**src/rtl/ftc_pkg.sv**
```systemverilog
// Package for the five-tuple flow counter: outcome codes, key type, protocol constants.
// No dependencies.
`timescale 1ns / 1ps
package ftc_pkg;
  typedef enum logic [1:0] {
    OUT_IGNORED = 2'd0,
    OUT_NEW     = 2'd1,
    OUT_HIT     = 2'd2,
    OUT_FULL    = 2'd3
  } outcome_e;

  localparam logic [15:0] ETHERTYPE_IPV4 = 16'h0800;
  localparam logic [7:0]  PROTO_ICMP     = 8'd1;
  localparam logic [7:0]  PROTO_TCP      = 8'd6;
  localparam logic [7:0]  PROTO_UDP      = 8'd17;

  typedef struct packed {
    logic [63:0] addr;
    logic [39:0] pp;
  } key_t;

  // Lookup token travelling along the cell row.
  typedef struct packed {
    logic        active;
    logic        ingress;
    key_t        key;
    logic        hit;
    logic        free_found;
    logic [7:0]  free_idx;
    logic [3:0]  idx;
    logic [31:0] in_tot;
    logic [31:0] eg_tot;
  } token_t;

  typedef enum logic [1:0] {
    ST_PARSE = 2'd0,
    ST_SEARCH = 2'd1,
    ST_CLAIM = 2'd2,
    ST_OUT = 2'd3
  } state_e;
endpackage

```
**src/rtl/ftc_parser.sv**
```systemverilog
// Header capture: byte offset counter and fixed-offset field registers.
// Depends on ftc_pkg.
`timescale 1ns / 1ps
module ftc_parser (
  input  logic          clk_i,
  input  logic          rst_ni,
  input  logic          take_i,
  input  logic [7:0]    byte_i,
  input  logic          last_i,
  input  logic          ingress_i,
  output logic          done_o,
  output logic          keep_o,
  output ftc_pkg::key_t key_o
);
  import ftc_pkg::*;

  logic [5:0]  off_q;
  logic [15:0] et_q;
  logic [7:0]  pr_q;
  logic [63:0] ad_q;
  logic [31:0] po_q;
  logic [15:0] et_n;
  logic [7:0]  pr_n;
  logic [63:0] ad_n, ad_k;
  logic [31:0] po_n, po_k;
  logic [6:0]  len;
  logic        ok;

  always_comb begin
    et_n = et_q; pr_n = pr_q; ad_n = ad_q; po_n = po_q;
    if (off_q == 6'd12 || off_q == 6'd13) et_n = {et_q[7:0], byte_i};
    if (off_q == 6'd23) pr_n = byte_i;
    if (off_q >= 6'd26 && off_q <= 6'd33) ad_n = {ad_q[55:0], byte_i};
    if (off_q >= 6'd34 && off_q <= 6'd37) po_n = {po_q[23:0], byte_i};
    len = {1'b0, off_q} + 7'd1;
    ok  = (et_n == ETHERTYPE_IPV4) && (len >= 7'd34) &&
          ((pr_n == PROTO_TCP && len >= 7'd54) || (pr_n == PROTO_UDP && len >= 7'd42) ||
           pr_n == PROTO_ICMP);
    po_k = (pr_n == PROTO_ICMP) ? 32'd0 : po_n;
    ad_k = ad_n;
    if (!ingress_i) begin
      ad_k = {ad_n[31:0], ad_n[63:32]};
      po_k = {po_k[15:0], po_k[31:16]};
    end
  end

  always_ff @(posedge clk_i or negedge rst_ni) begin
    if (!rst_ni) begin
      off_q <= '0; et_q <= '0; pr_q <= '0; ad_q <= '0; po_q <= '0;
      done_o <= 1'b0; keep_o <= 1'b0;
      key_o  <= '0;
    end else begin
      done_o <= take_i && last_i;
      if (take_i) begin
        et_q <= et_n; pr_q <= pr_n; ad_q <= ad_n; po_q <= po_n;
        keep_o <= ok;
        key_o  <= '{addr: ad_k, pp: {po_k, pr_n}};
        if (last_i) off_q <= '0;
        else if (off_q != 6'd63) off_q <= off_q + 6'd1;
      end
    end
  end
endmodule

```
**config.mk**
```make
export PLATFORM = sky130hd
export DESIGN_NAME = ftc_parser
export DESIGN_NICKNAME = d
export VERILOG_FILES = /design/src/rtl/ftc_pkg.sv /design/src/rtl/ftc_parser.sv
export SDC_FILE = /design/constraint.sdc
export NUM_CORES = 1
export LEC_CHECK = 0
export ABC_AREA = 1
export BUFFER_PORTS_ARGS = -buffer_cell sky130_fd_sc_hd__buf_2
export CAP_MARGIN = 10
export CORE_ASPECT_RATIO = 0.6
export CORE_UTILIZATION = 25
export DETAILED_ROUTE_END_ITERATION = 8
export PLACE_DENSITY = 0.42
export SLEW_MARGIN = 10
export SYNTH_ARGS = -nofsm -noshare
export SYNTH_HDL_FRONTEND = slang
export SYNTH_SLANG_ARGS = --single-unit
export TNS_END_PERCENT = 5
```
**constraint.sdc**
```tcl
create_clock -name clk_i -period 6.2 [get_ports clk_i]
set_input_delay 1.55 -clock clk_i [delete_from_list [all_inputs] [get_ports clk_i]]
set_output_delay 1.55 -clock clk_i [all_outputs]
set_load 0.01 [all_outputs]
```
==> run summary <==
logic gate share of total power = 0.203
max frequency = 0.2875 GHz
Worst-Margin Slew = 1.079 ns
Clk network pwr share = 0.359
H-tree levels = 1
core footprint = 44000 um2
final worst setup slack = 2.722 ns
hold_buf cts = 0
Net Sw Power = 1.353 mW
CTS Buf Count = 25
post-layout util = 0.2982
Via density = 4.433
RSZ-0062 raised after global routing = false
row count = 59
flops & latches, synth = 224
first-iteration detailed-routing DRC count = 944
io pins = 119
Antenna Nets Post-Route = 0
Die ar. = 46150 um2
Cell Count, Final, Fillers Out = 2202
Setup TNS = 0 ns
pre-CTS setup slack = 2.158 ns
nets = 1623
clock slew at reported path FFs = 0.06 ns
worst skew pair latency = 0.55 ns
capturing point of the worst reg2reg path = key_o[82]$_DFFE_PN0P_
post-placement cell count = 2157
r2r setup slk = 2.88 ns
syn_area_per_cell = 7.301 um2
period utilisation layout = 0.5610
maximum VDD drop = 0.1748 mV
Crit-path slowest cell = buf_4
Netlist cell types = 28
CP most frequent cell = buf_4
port bufs = 118
number of global-route vias before repair = 9291
DRT Pass-1 Iters = 5
Die Height = 166.8 um
number of remaining DRC errors = 0
mapped cell area = 11320 um2
P&R area growth vs syn = 15.92%
Initial Util = 0.2572
Worst Setup Path Type = in -> reg
via count = 9761
switching share of power = 0.3243
register share of total power = 0.438
internal power = 2.819 mW
worst-path fanout max = 198
Seq/Total Area, Yosys = 0.4953
Total Routing Usage GR = 0.1509
WP data arrival = 3.85 ns
Reg2Reg Launch Point = off_q[1]$_DFFE_PN0P_
ant diodes = 0
Clock Skew = 0.02013 ns
Yosys warnings = 0
DP Wirelength = 22660 um
Sink Count = 224
Post-Syn Instances = 1550
placed inst area = 12320 um2
post-cts resize count = 0
Final Hold Viols = 0
max_slew headroom = 0.2809
first-pass GRT wire length = 55550 um
postcts setup bufs = 0
pwr dens = 318.0 nW/um2
CP Launch Type = input pin
DR WL/cell = 15.60 um
Hold Path Origin = key_o[22]$_DFFE_PN0P_
Fill cells = 4805
CTS tree = done
Hold Path Depth = 2
initial antenna violation count = 1
outcome = complete, no violations
gpl congestion = 0.7812
crit-path max cell delay = 0.80 ns
Final Max Slew Viols = 0
Final setup viols = 0
cells along the critical path = buf_4 > inv_8 > buf_4 > o21ai_0
die width = 276.7 um
Crit. End Element = flip-flop
reg2reg path depth = 9
layout cells sized above 1 = 0.1306
largest net degree at the start of global routing = 199
Overflow after GRT = 0
WL final = 34360 um
Leak = 6.693 nW
Worst Path Required = 6.57 ns
max-cap violation count = 0
hold crit path type = reg -> reg
Final min period = 3.478 ns
clk buf depth = 3
syn nets = 1568
Finished Cell Area = 13120 um2
root buffer cell = clkbuf_16
hold endpoint = key_o[22]$_DFFE_PN0P_
-- sequential cells by signal, summed over array words and instances (netlist names) --
name	cells
ad_q	64
done_o	1
et_q	16
keep_o	1
key_o	104
off_q	6
po_q	32
-- layout make-up --
type	instances	area (um2)	share of cell area
inverters	124	473.0	0.03605
clock buffers	37	730.7	0.05570
clock inverters	8	71.32	0.005436
multi-input cells	1105	4843	0.3692
repair buffers	125	670.6	0.05112
well taps	579	724.4	0.05522
flip-flops and latches	224	5605	0.4273
-- per-layer routing --
metal / global-route usage / up-vias / wire [um]
met5: 0 / - / 0
met4: 0.02271 / 0 / 462
met3: 0.02343 / 32 / 1300
met2: 0.2016 / 168 / 13050
met1: 0.2500 / 4584 / 19540
li1: - / 4977 / -
-- worst max path at each step --
stage	cells past startpoint	startpoint	endpoint	slack [ns]
6_report	4	take_i	et_q[6]$_DFFE_PN0P_	2.72
5_1_grt	4	take_i	key_o[0]$_DFFE_PN0P_	2.50
4_1_cts	4	take_i	et_q[6]$_DFFE_PN0P_	2.73
3_5_place_dp	4	take_i	et_q[14]$_DFFE_PN0P_	2.16
3_3_place_gp	4	take_i	key_o[5]$_DFFE_PN0P_	2.23
2_1_floorplan	6	take_i	ad_q[15]$_DFFE_PN0P_	3.53
-- cells in the mapped netlist (all sizes together) --
cell type / count / area, um2
inv: 122 / 457.9
nor2: 23 / 125.1
o21ai: 234 / 1186
clkbuf: 64 / 240.2
buf: 33 / 181.4
xor2: 2 / 17.52
dfrtp: 224 / 5605
nand4: 1 / 6.260
ha: 5 / 62.56
o2111ai: 2 / 23.77
nand3b: 1 / 7.510
o22ai: 2 / 12.51
nand3: 110 / 550.5
o31ai: 1 / 7.510
nand2: 720 / 2805
a21oi: 4 / 20.02
clkinv: 2 / 7.510
-- power groups by stage --
| stage | clock, mW | sequential (mW) | combinational (mW) |
|---|---|---|---|
| 3_3_place_gp | 0 | 1.86 | 0.848 |
| 3_5_place_dp | 0 | 1.86 | 0.856 |
| 5_1_grt | 1.62 | 1.86 | 0.976 |
| 2_1_floorplan | 0 | 1.87 | 0.498 |
| 6_report | 1.50 | 1.83 | 0.845 |
| 4_1_cts | 1.56 | 1.83 | 0.862 |
-- kinds of logic after synthesis --
logic type / Yosys count / share of synthesized area
flip-flops: 224 / 0.4953
AO/OA/AOI/OAI: 243 / 0.1104
buffers and inverters: 221 / 0.07839
XOR/XNOR: 2 / 0.001548
adder cells (fa/ha/maj): 5 / 0.005528
AND/OR/NAND/NOR: 855 / 0.3088
-- per-stage QoR --
stage | power, mW | hold WS [ns]
after floorplan | 2.366 | 0.4479
after detailed placement | 2.711 | 0.4601
after CTS | 4.252 | 0.4805
final | 4.172 | 0.4765
after global routing | 4.459 | 0.4958
after global placement | 2.704 | 0.4619
-- cell usage in the layout (no fill, tap or decap), types with 2 or more instances in the layout --
cell type    n
nand2_1    684
clkbuf_1     6
dfrtp_1    224
nor2_1      19
nand2_4      4
buf_4        8
nor2_4       3
o21ai_0    142
inv_2        2
clkbuf_8     6
buf_2      115
clkbuf_16   25
o22ai_1      2
clkinv_2     5
o21ai_1     88
xor2_1       2
o21ai_2      4
inv_1      121
nand3_1    110
nand2_2     32
a21oi_1      4
ha_1         5
-- critical path, delay by kind of cell --
family,cells,cell delay [ns]
AOI/OAI and AO/OA,1,0.22
buffers and inverters,3,1.87
No activity file was read; power rests on OpenSTA's default activity.
