File: config.mk
export PLATFORM = sky130hd
export DESIGN_NAME = ftc_cell
export DESIGN_NICKNAME = d
export VERILOG_FILES = /design/src/rtl/ftc_pkg.sv /design/src/rtl/ftc_cell.sv
export SDC_FILE = /design/constraint.sdc
export NUM_CORES = 1
export LEC_CHECK = 0
export BUFFER_PORTS_ARGS = -buffer_cell sky130_fd_sc_hd__buf_4
export CORE_ASPECT_RATIO = 0.8
export CORE_MARGIN = 4
export CORE_UTILIZATION = 31
export CTS_BUF_LIST = sky130_fd_sc_hd__clkbuf_2 sky130_fd_sc_hd__clkbuf_4 sky130_fd_sc_hd__clkbuf_8
export CTS_CLUSTER_DIAMETER = 30
export DETAILED_ROUTE_END_ITERATION = 10
export PLACE_DENSITY = 0.62
export SYNTH_ARGS = -nofsm -noshare
export SYNTH_HDL_FRONTEND = slang
export SYNTH_SLANG_ARGS = --single-unit
export TNS_END_PERCENT = 1
File: constraint.sdc
create_clock -name clk_i -period 4.05 [get_ports clk_i]
set_input_delay 0.2025 -clock clk_i [delete_from_list [all_inputs] [get_ports clk_i]]
set_output_delay 0.2025 -clock clk_i [all_outputs]
set_load 0.05 [all_outputs]
File: src/rtl/ftc_pkg.sv
// Package for the five-tuple flow counter: outcome codes, key type, protocol constants.
// No dependencies.
`timescale 1ns / 1ps
package ftc_pkg;
  typedef enum logic [1:0] {
    OUT_IGNORED = 2'd0,
    OUT_NEW     = 2'd1,
    OUT_HIT     = 2'd2,
    OUT_FULL    = 2'd3
  } outcome_e;

  localparam logic [15:0] ETHERTYPE_IPV4 = 16'h0800;
  localparam logic [7:0]  PROTO_ICMP     = 8'd1;
  localparam logic [7:0]  PROTO_TCP      = 8'd6;
  localparam logic [7:0]  PROTO_UDP      = 8'd17;

  typedef struct packed {
    logic [63:0] addr;
    logic [39:0] pp;
  } key_t;

  // Lookup token travelling along the cell row.
  typedef struct packed {
    logic        active;
    logic        ingress;
    key_t        key;
    logic        hit;
    logic        free_found;
    logic [7:0]  free_idx;
    logic [3:0]  idx;
    logic [31:0] in_tot;
    logic [31:0] eg_tot;
  } token_t;

  typedef enum logic [1:0] {
    ST_PARSE = 2'd0,
    ST_SEARCH = 2'd1,
    ST_CLAIM = 2'd2,
    ST_OUT = 2'd3
  } state_e;
endpackage

File: src/rtl/ftc_cell.sv
// One flow table slot: holds key and counters, inspects the passing token.
// Depends on ftc_pkg.
`timescale 1ns / 1ps
module ftc_cell #(
  parameter int Index = 0
) (
  input  logic            clk_i,
  input  logic            rst_ni,
  input  ftc_pkg::token_t tok_i,
  input  logic            claim_i,
  input  ftc_pkg::key_t   claim_key_i,
  input  logic            claim_ingress_i,
  output ftc_pkg::token_t tok_o
);
  import ftc_pkg::*;

  logic        valid_q;
  key_t        key_q;
  logic [31:0] in_q, eg_q;
  logic        match;
  token_t      tok_d, tok_q;

  assign match = tok_i.active && valid_q && !tok_i.hit && (key_q == tok_i.key);

  always_comb begin
    tok_d = tok_i;
    if (match) begin
      tok_d.hit    = 1'b1;
      tok_d.idx    = 4'(Index);
      tok_d.in_tot = tok_i.ingress ? in_q + 32'd1 : in_q;
      tok_d.eg_tot = tok_i.ingress ? eg_q : eg_q + 32'd1;
    end else if (tok_i.active && !valid_q && !tok_i.free_found) begin
      tok_d.free_found = 1'b1;
      tok_d.free_idx   = 8'(Index);
    end
  end

  always_ff @(posedge clk_i or negedge rst_ni) begin
    if (!rst_ni) begin
      valid_q <= 1'b0;
      tok_q   <= '0;
    end else begin
      tok_q <= tok_d;
      if (claim_i) valid_q <= 1'b1;
    end
  end

  always_ff @(posedge clk_i) begin
    if (claim_i) begin
      key_q <= claim_key_i;
      in_q  <= {31'd0, claim_ingress_i};
      eg_q  <= {31'd0, !claim_ingress_i};
    end else if (match) begin
      in_q <= tok_d.in_tot;
      eg_q <= tok_d.eg_tot;
    end
  end

  assign tok_o = tok_q;
endmodule

==> impl_metrics.prom <==
# TYPE chip_impl_metric gauge
chip_impl_info{name="ctsRootBufferMaster",value="sky130_fd_sc_hd__clkbuf_8"} 1
chip_impl_metric{name="final_min_period_over_clock_period",unit="%"} 85.8
chip_impl_metric{name="synthXorXnorAreaFrac",unit="%"} 10.3
chip_impl_metric{name="grt_max_degree",unit=""} 110
chip_impl_info{name="ys.flop_type",value="sky130_fd_sc_hd__dfrtp_1"} 1
chip_impl_info{name="hp-start",value="claim_i"} 1
chip_impl_info{name="worstSetupPathType",value="reg -> reg"} 1
chip_impl_metric{name="layout.cell_area.non_filler",unit="µm²"} 23200
chip_impl_metric{name="totalWireLength",unit="mm"} 49.2
chip_impl_metric{name="floorplan.initialDensity",unit="%"} 31.5
chip_impl_metric{name="avgSynthCellArea",unit="µm²"} 13.3
chip_impl_metric{name="final_setup_skew",unit="ns"} 0.0254
chip_impl_metric{name="dp_hpwl",unit="mm"} 32.9
chip_impl_metric{name="flop_to_flop_setup_slack",unit="ns"} 0.58
chip_impl_metric{name="timing.critical_path.required",unit="ns"} 4.62
chip_impl_metric{name="gp_congestion",unit=""} 0.796
chip_impl_metric{name="antenna-diode-count",unit=""} 0
chip_impl_metric{name="pre_cts_ws",unit="ns"} 0.615
chip_impl_info{name="reg2reg_launch_point",value="key_q[27]$_DFFE_PP_"} 1
chip_impl_metric{name="area_growth_syn_to_layout",unit="%"} 64.6
chip_impl_info{name="timing.hold.worst.class",value="in -> reg"} 1
chip_impl_metric{name="die-area",unit="µm²"} 49000
chip_impl_metric{name="slew_worst_pin",unit="ns"} 0.995
chip_impl_metric{name="fmax",unit="MHz"} 288
chip_impl_metric{name="worst_slack",unit="ns"} 0.577
chip_impl_metric{name="cts_repair_resize_count",unit=""} 0
chip_impl_info{name="timing.hold.worst_endpoint",value="key_q[20]$_DFFE_PP_"} 1
chip_impl_metric{name="min_period",unit="ns"} 3.47
chip_impl_info{name="timing.critical_path.from_type",value="register"} 1
chip_impl_info{name="main_combinational_cell_family_by_area_after_synthesis",value="simple AND/OR/NAND/NOR gates"} 1
chip_impl_metric{name="detailroute.via_count",unit=""} 12002
chip_impl_metric{name="cts-root-to-sink-buffers",unit=""} 3
chip_impl_metric{name="layout.nets",unit=""} 2162
chip_impl_metric{name="cellPowerDensity",unit="nW/µm²"} 435
chip_impl_metric{name="clock_insertion_delay_worst_skew",unit="ns"} 0.66
chip_impl_metric{name="yosys_warnings",unit=""} 0
chip_impl_metric{name="number_of_instances_on_the_worst_hold_path",unit=""} 1
chip_impl_metric{name="number_of_global_route_vias_before_repair",unit=""} 12946
chip_impl_metric{name="clkSinkCount",unit=""} 353
chip_impl_metric{name="post_dp_cell_area",unit="µm²"} 18400
chip_impl_metric{name="synth-seq-cells",unit=""} 353
chip_impl_metric{name="max_transition_margin",unit="%"} 33.1
chip_impl_metric{name="report.final.slew_viol_count",unit=""} 0
chip_impl_metric{name="drtIter0Drc",unit=""} 666
chip_impl_metric{name="syn_inst",unit=""} 1057
chip_impl_metric{name="overflow",unit=""} 0
chip_impl_metric{name="routed_wire_length_per_instance",unit="µm"} 19.4
chip_impl_info{name="run_status",value="finished clean"} 1
chip_impl_metric{name="total_negative_setup_slacks",unit="ns"} 0
chip_impl_metric{name="std_cell_rows",unit=""} 69
chip_impl_metric{name="chipWidth",unit="µm"} 247
chip_impl_metric{name="leakagePower",unit="nW"} 9.38
chip_impl_info{name="grt_setup_unrepaired",value="no"} 1
chip_impl_metric{name="dieHeight",unit="µm"} 199
chip_impl_metric{name="cts_setup_buffers",unit=""} 0
chip_impl_metric{name="crit_fanout",unit=""} 109
chip_impl_info{name="endpoint_kind",value="register"} 1
chip_impl_metric{name="first_pass_iters",unit=""} 5
chip_impl_metric{name="post_route_cells_drive_above_1_share",unit="%"} 36.9
chip_impl_metric{name="cp_data_arrival_time",unit="ns"} 4.04
chip_impl_metric{name="drv_cap",unit=""} 0
chip_impl_info{name="crit_start",value="key_q[27]$_DFFE_PP_"} 1
chip_impl_metric{name="vdd.ir_drop.worst",unit="mV"} 0.286
chip_impl_info{name="synth_largest_area_cell",value="sky130_fd_sc_hd__dfrtp_1"} 1
chip_impl_metric{name="synth_simple_gate_area_share",unit="%"} 12.6
chip_impl_metric{name="pin_count",unit=""} 476
chip_impl_metric{name="post-route-drc-count",unit=""} 0
chip_impl_info{name="cts_tree",value="done"} 1
chip_impl_metric{name="netlist_area",unit="µm²"} 14100
chip_impl_metric{name="grt_antenna_before_repair",unit=""} 2
chip_impl_metric{name="synthDistinctLibCells",unit=""} 47
chip_impl_metric{name="ys_async_sr_fraction",unit="%"} 52.4
chip_impl_metric{name="hold_viol",unit=""} 0
chip_impl_info{name="critical_path.reg2reg.endpoint",value="eg_q[15]$_SDFFE_PP0P_"} 1
chip_impl_metric{name="post-synth-top-area-fraction",unit="%"} 32.8
chip_impl_metric{name="setup-violations-final",unit=""} 0
chip_impl_metric{name="post_synthesis_compound_gate_area_fraction",unit="%"} 6.98
chip_impl_metric{name="wire_length_of_the_first_global_routing_pass",unit="mm"} 74.4
chip_impl_metric{name="design.core.area",unit="µm²"} 44700
chip_impl_metric{name="cts_buffers",unit=""} 82
chip_impl_metric{name="syn_nets",unit=""} 1351
chip_impl_metric{name="ys_seq_area_share",unit="%"} 64.2
chip_impl_metric{name="ctsHtreeMaxLevel",unit=""} 3
chip_impl_metric{name="fin_hold_ws",unit="ns"} 0.0720
chip_impl_metric{name="synth_fa_ha_area_share",unit="%"} 0.177
chip_impl_metric{name="clock_pin_slew_on_the_worst_setup_and_hold_paths",unit="ns"} 0.06
chip_impl_metric{name="register_to_register_path_depth",unit=""} 7
chip_impl_metric{name="numPortBuffers",unit=""} 475
chip_impl_info{name="synth.top_cells.by_area",value="sky130_fd_sc_hd__dfrtp_1 33%, sky130_fd_sc_hd__edfxtp_1 23%, sky130_fd_sc_hd__xnor2_1 10%"} 1
chip_impl_metric{name="grt_usage",unit="%"} 19.7
chip_impl_metric{name="synth_enable_flop_cells",unit=""} 106
chip_impl_metric{name="ant_nets",unit=""} 0
chip_impl_metric{name="synth.mux.area_fraction",unit="%"} 3.81
chip_impl_metric{name="route.detailed.vias_per_inst",unit=""} 4.72
[sequential cells by signal (all words and copies together) (netlist names)]
name     cells
eg_q        32
key_q      104
in_q        32
valid_q      1
tok_o      184
[worst max-delay path, stage by stage (launching register included)]
cell                       delay, ns
sky130_fd_sc_hd__edfxtp_1       0.38
sky130_fd_sc_hd__xnor2_1        0.38
sky130_fd_sc_hd__nand4_1        0.14
sky130_fd_sc_hd__nor4_1         0.88
sky130_fd_sc_hd__nand4_1        0.42
sky130_fd_sc_hd__buf_12         0.32
sky130_fd_sc_hd__or4_1          0.58
sky130_fd_sc_hd__a21oi_1        0.15
[Yosys cell counts, types with 3 or more instances]
master,number
sky130_fd_sc_hd__a21oi_1,92
sky130_fd_sc_hd__and2_1,6
sky130_fd_sc_hd__and3_1,8
sky130_fd_sc_hd__and4_1,6
sky130_fd_sc_hd__buf_2,8
sky130_fd_sc_hd__buf_6,7
sky130_fd_sc_hd__clkbuf_1,31
sky130_fd_sc_hd__dfrtp_1,185
sky130_fd_sc_hd__dfxtp_1,62
sky130_fd_sc_hd__edfxtp_1,106
sky130_fd_sc_hd__inv_1,6
sky130_fd_sc_hd__mux2_2,46
sky130_fd_sc_hd__nand2_1,36
sky130_fd_sc_hd__nand3_1,21
sky130_fd_sc_hd__nand4_1,66
sky130_fd_sc_hd__nand4_2,6
sky130_fd_sc_hd__nand4b_1,6
sky130_fd_sc_hd__nor2_1,8
sky130_fd_sc_hd__nor2b_1,12
sky130_fd_sc_hd__nor3_1,5
sky130_fd_sc_hd__nor3_2,3
sky130_fd_sc_hd__nor4_1,14
sky130_fd_sc_hd__nor4_2,3
sky130_fd_sc_hd__o31ai_1,53
sky130_fd_sc_hd__o41ai_1,7
sky130_fd_sc_hd__or2_2,9
sky130_fd_sc_hd__or4_1,50
sky130_fd_sc_hd__xnor2_1,161
sky130_fd_sc_hd__xor2_1,5
[power breakdown]
| part | internal [mW] | switching (mW) |
|---|---|---|
| clock network | 3.01 | 1.80 |
| logic | 0.610 | 0.740 |
| registers | 3.86 | 0.0757 |
[layout make-up]
class                   count  area [µm²]
fillers                  3698       21500
flip-flops and latches    353        9050
repair buffers            776        6620
multi-input cells         649        4800
clock buffers             118        1510
well taps                 603         754
clock inverters            36         462
inverters                   6        22.5
[how the worst max path moves through the flow]
| stage | endpoint | depth (start not counted) |
|---|---|---|
| 2_1_floorplan | in_q[28]$_SDFFE_PP0P_ | 7 |
| 3_3_place_gp | eg_q[17]$_SDFFE_PP0P_ | 7 |
| 3_5_place_dp | eg_q[24]$_SDFFE_PP0P_ | 7 |
| 4_1_cts | eg_q[28]$_SDFFE_PP0P_ | 7 |
| 5_1_grt | eg_q[28]$_SDFFE_PP0P_ | 7 |
| 6_report | eg_q[15]$_SDFFE_PP0P_ | 7 |
[cells by family (layout without fill, tap and decap cells)]
family,count (synthesis),count (layout)
AOI/OAI and AO/OA,161,161
xor gates and xnor gates,166,166
adders and majority gates,2,2
buffers and inverters,55,936
DFF,353,353
muxes,48,48
and+or+nand+nor,272,272
[what timing repair did]
action	4_1_cts	5_1_grt
setup endpoints to repair	0	0
hold endpoints to repair	375	0
hold buffers	290	0
[stage by stage]
step	util (%)	power, mW	cells
after detailed placement	41.0	5.11	2097
after global routing	51.9	10.5	2541
after global placement	41.0	5.09	2097
after floorplan	-	4.53	1057
final	51.9	10.1	2541
after CTS	51.9	10.2	2541
[layout by cell type, fill, tap and decap left out, drive strengths merged, types with 15 or more instances in the layout]
cell type,synthesis,routed
a21oi,92,92
buf,18,485
clkbuf,31,119
clkinv,0,15
dfrtp,185,185
dfxtp,62,62
dlygate4sd3,0,290
edfxtp,106,106
inv,6,15
mux2,46,46
nand2,36,36
nand3,21,21
nand4,73,73
nor4,19,19
o31ai,53,53
or4,50,50
xnor2,161,161
[per-layer routing]
layer  global-route usage [%]  vias to the layer above  wire, µm
met1                     24.5                     5886     20600
li1                         -                     5603         -
met2                     33.4                      418     24400
met4                     6.03                        4      1120
met5                        0                        -        26
met3                     5.71                       91      3060
Power figures use the tool's default switching activity.
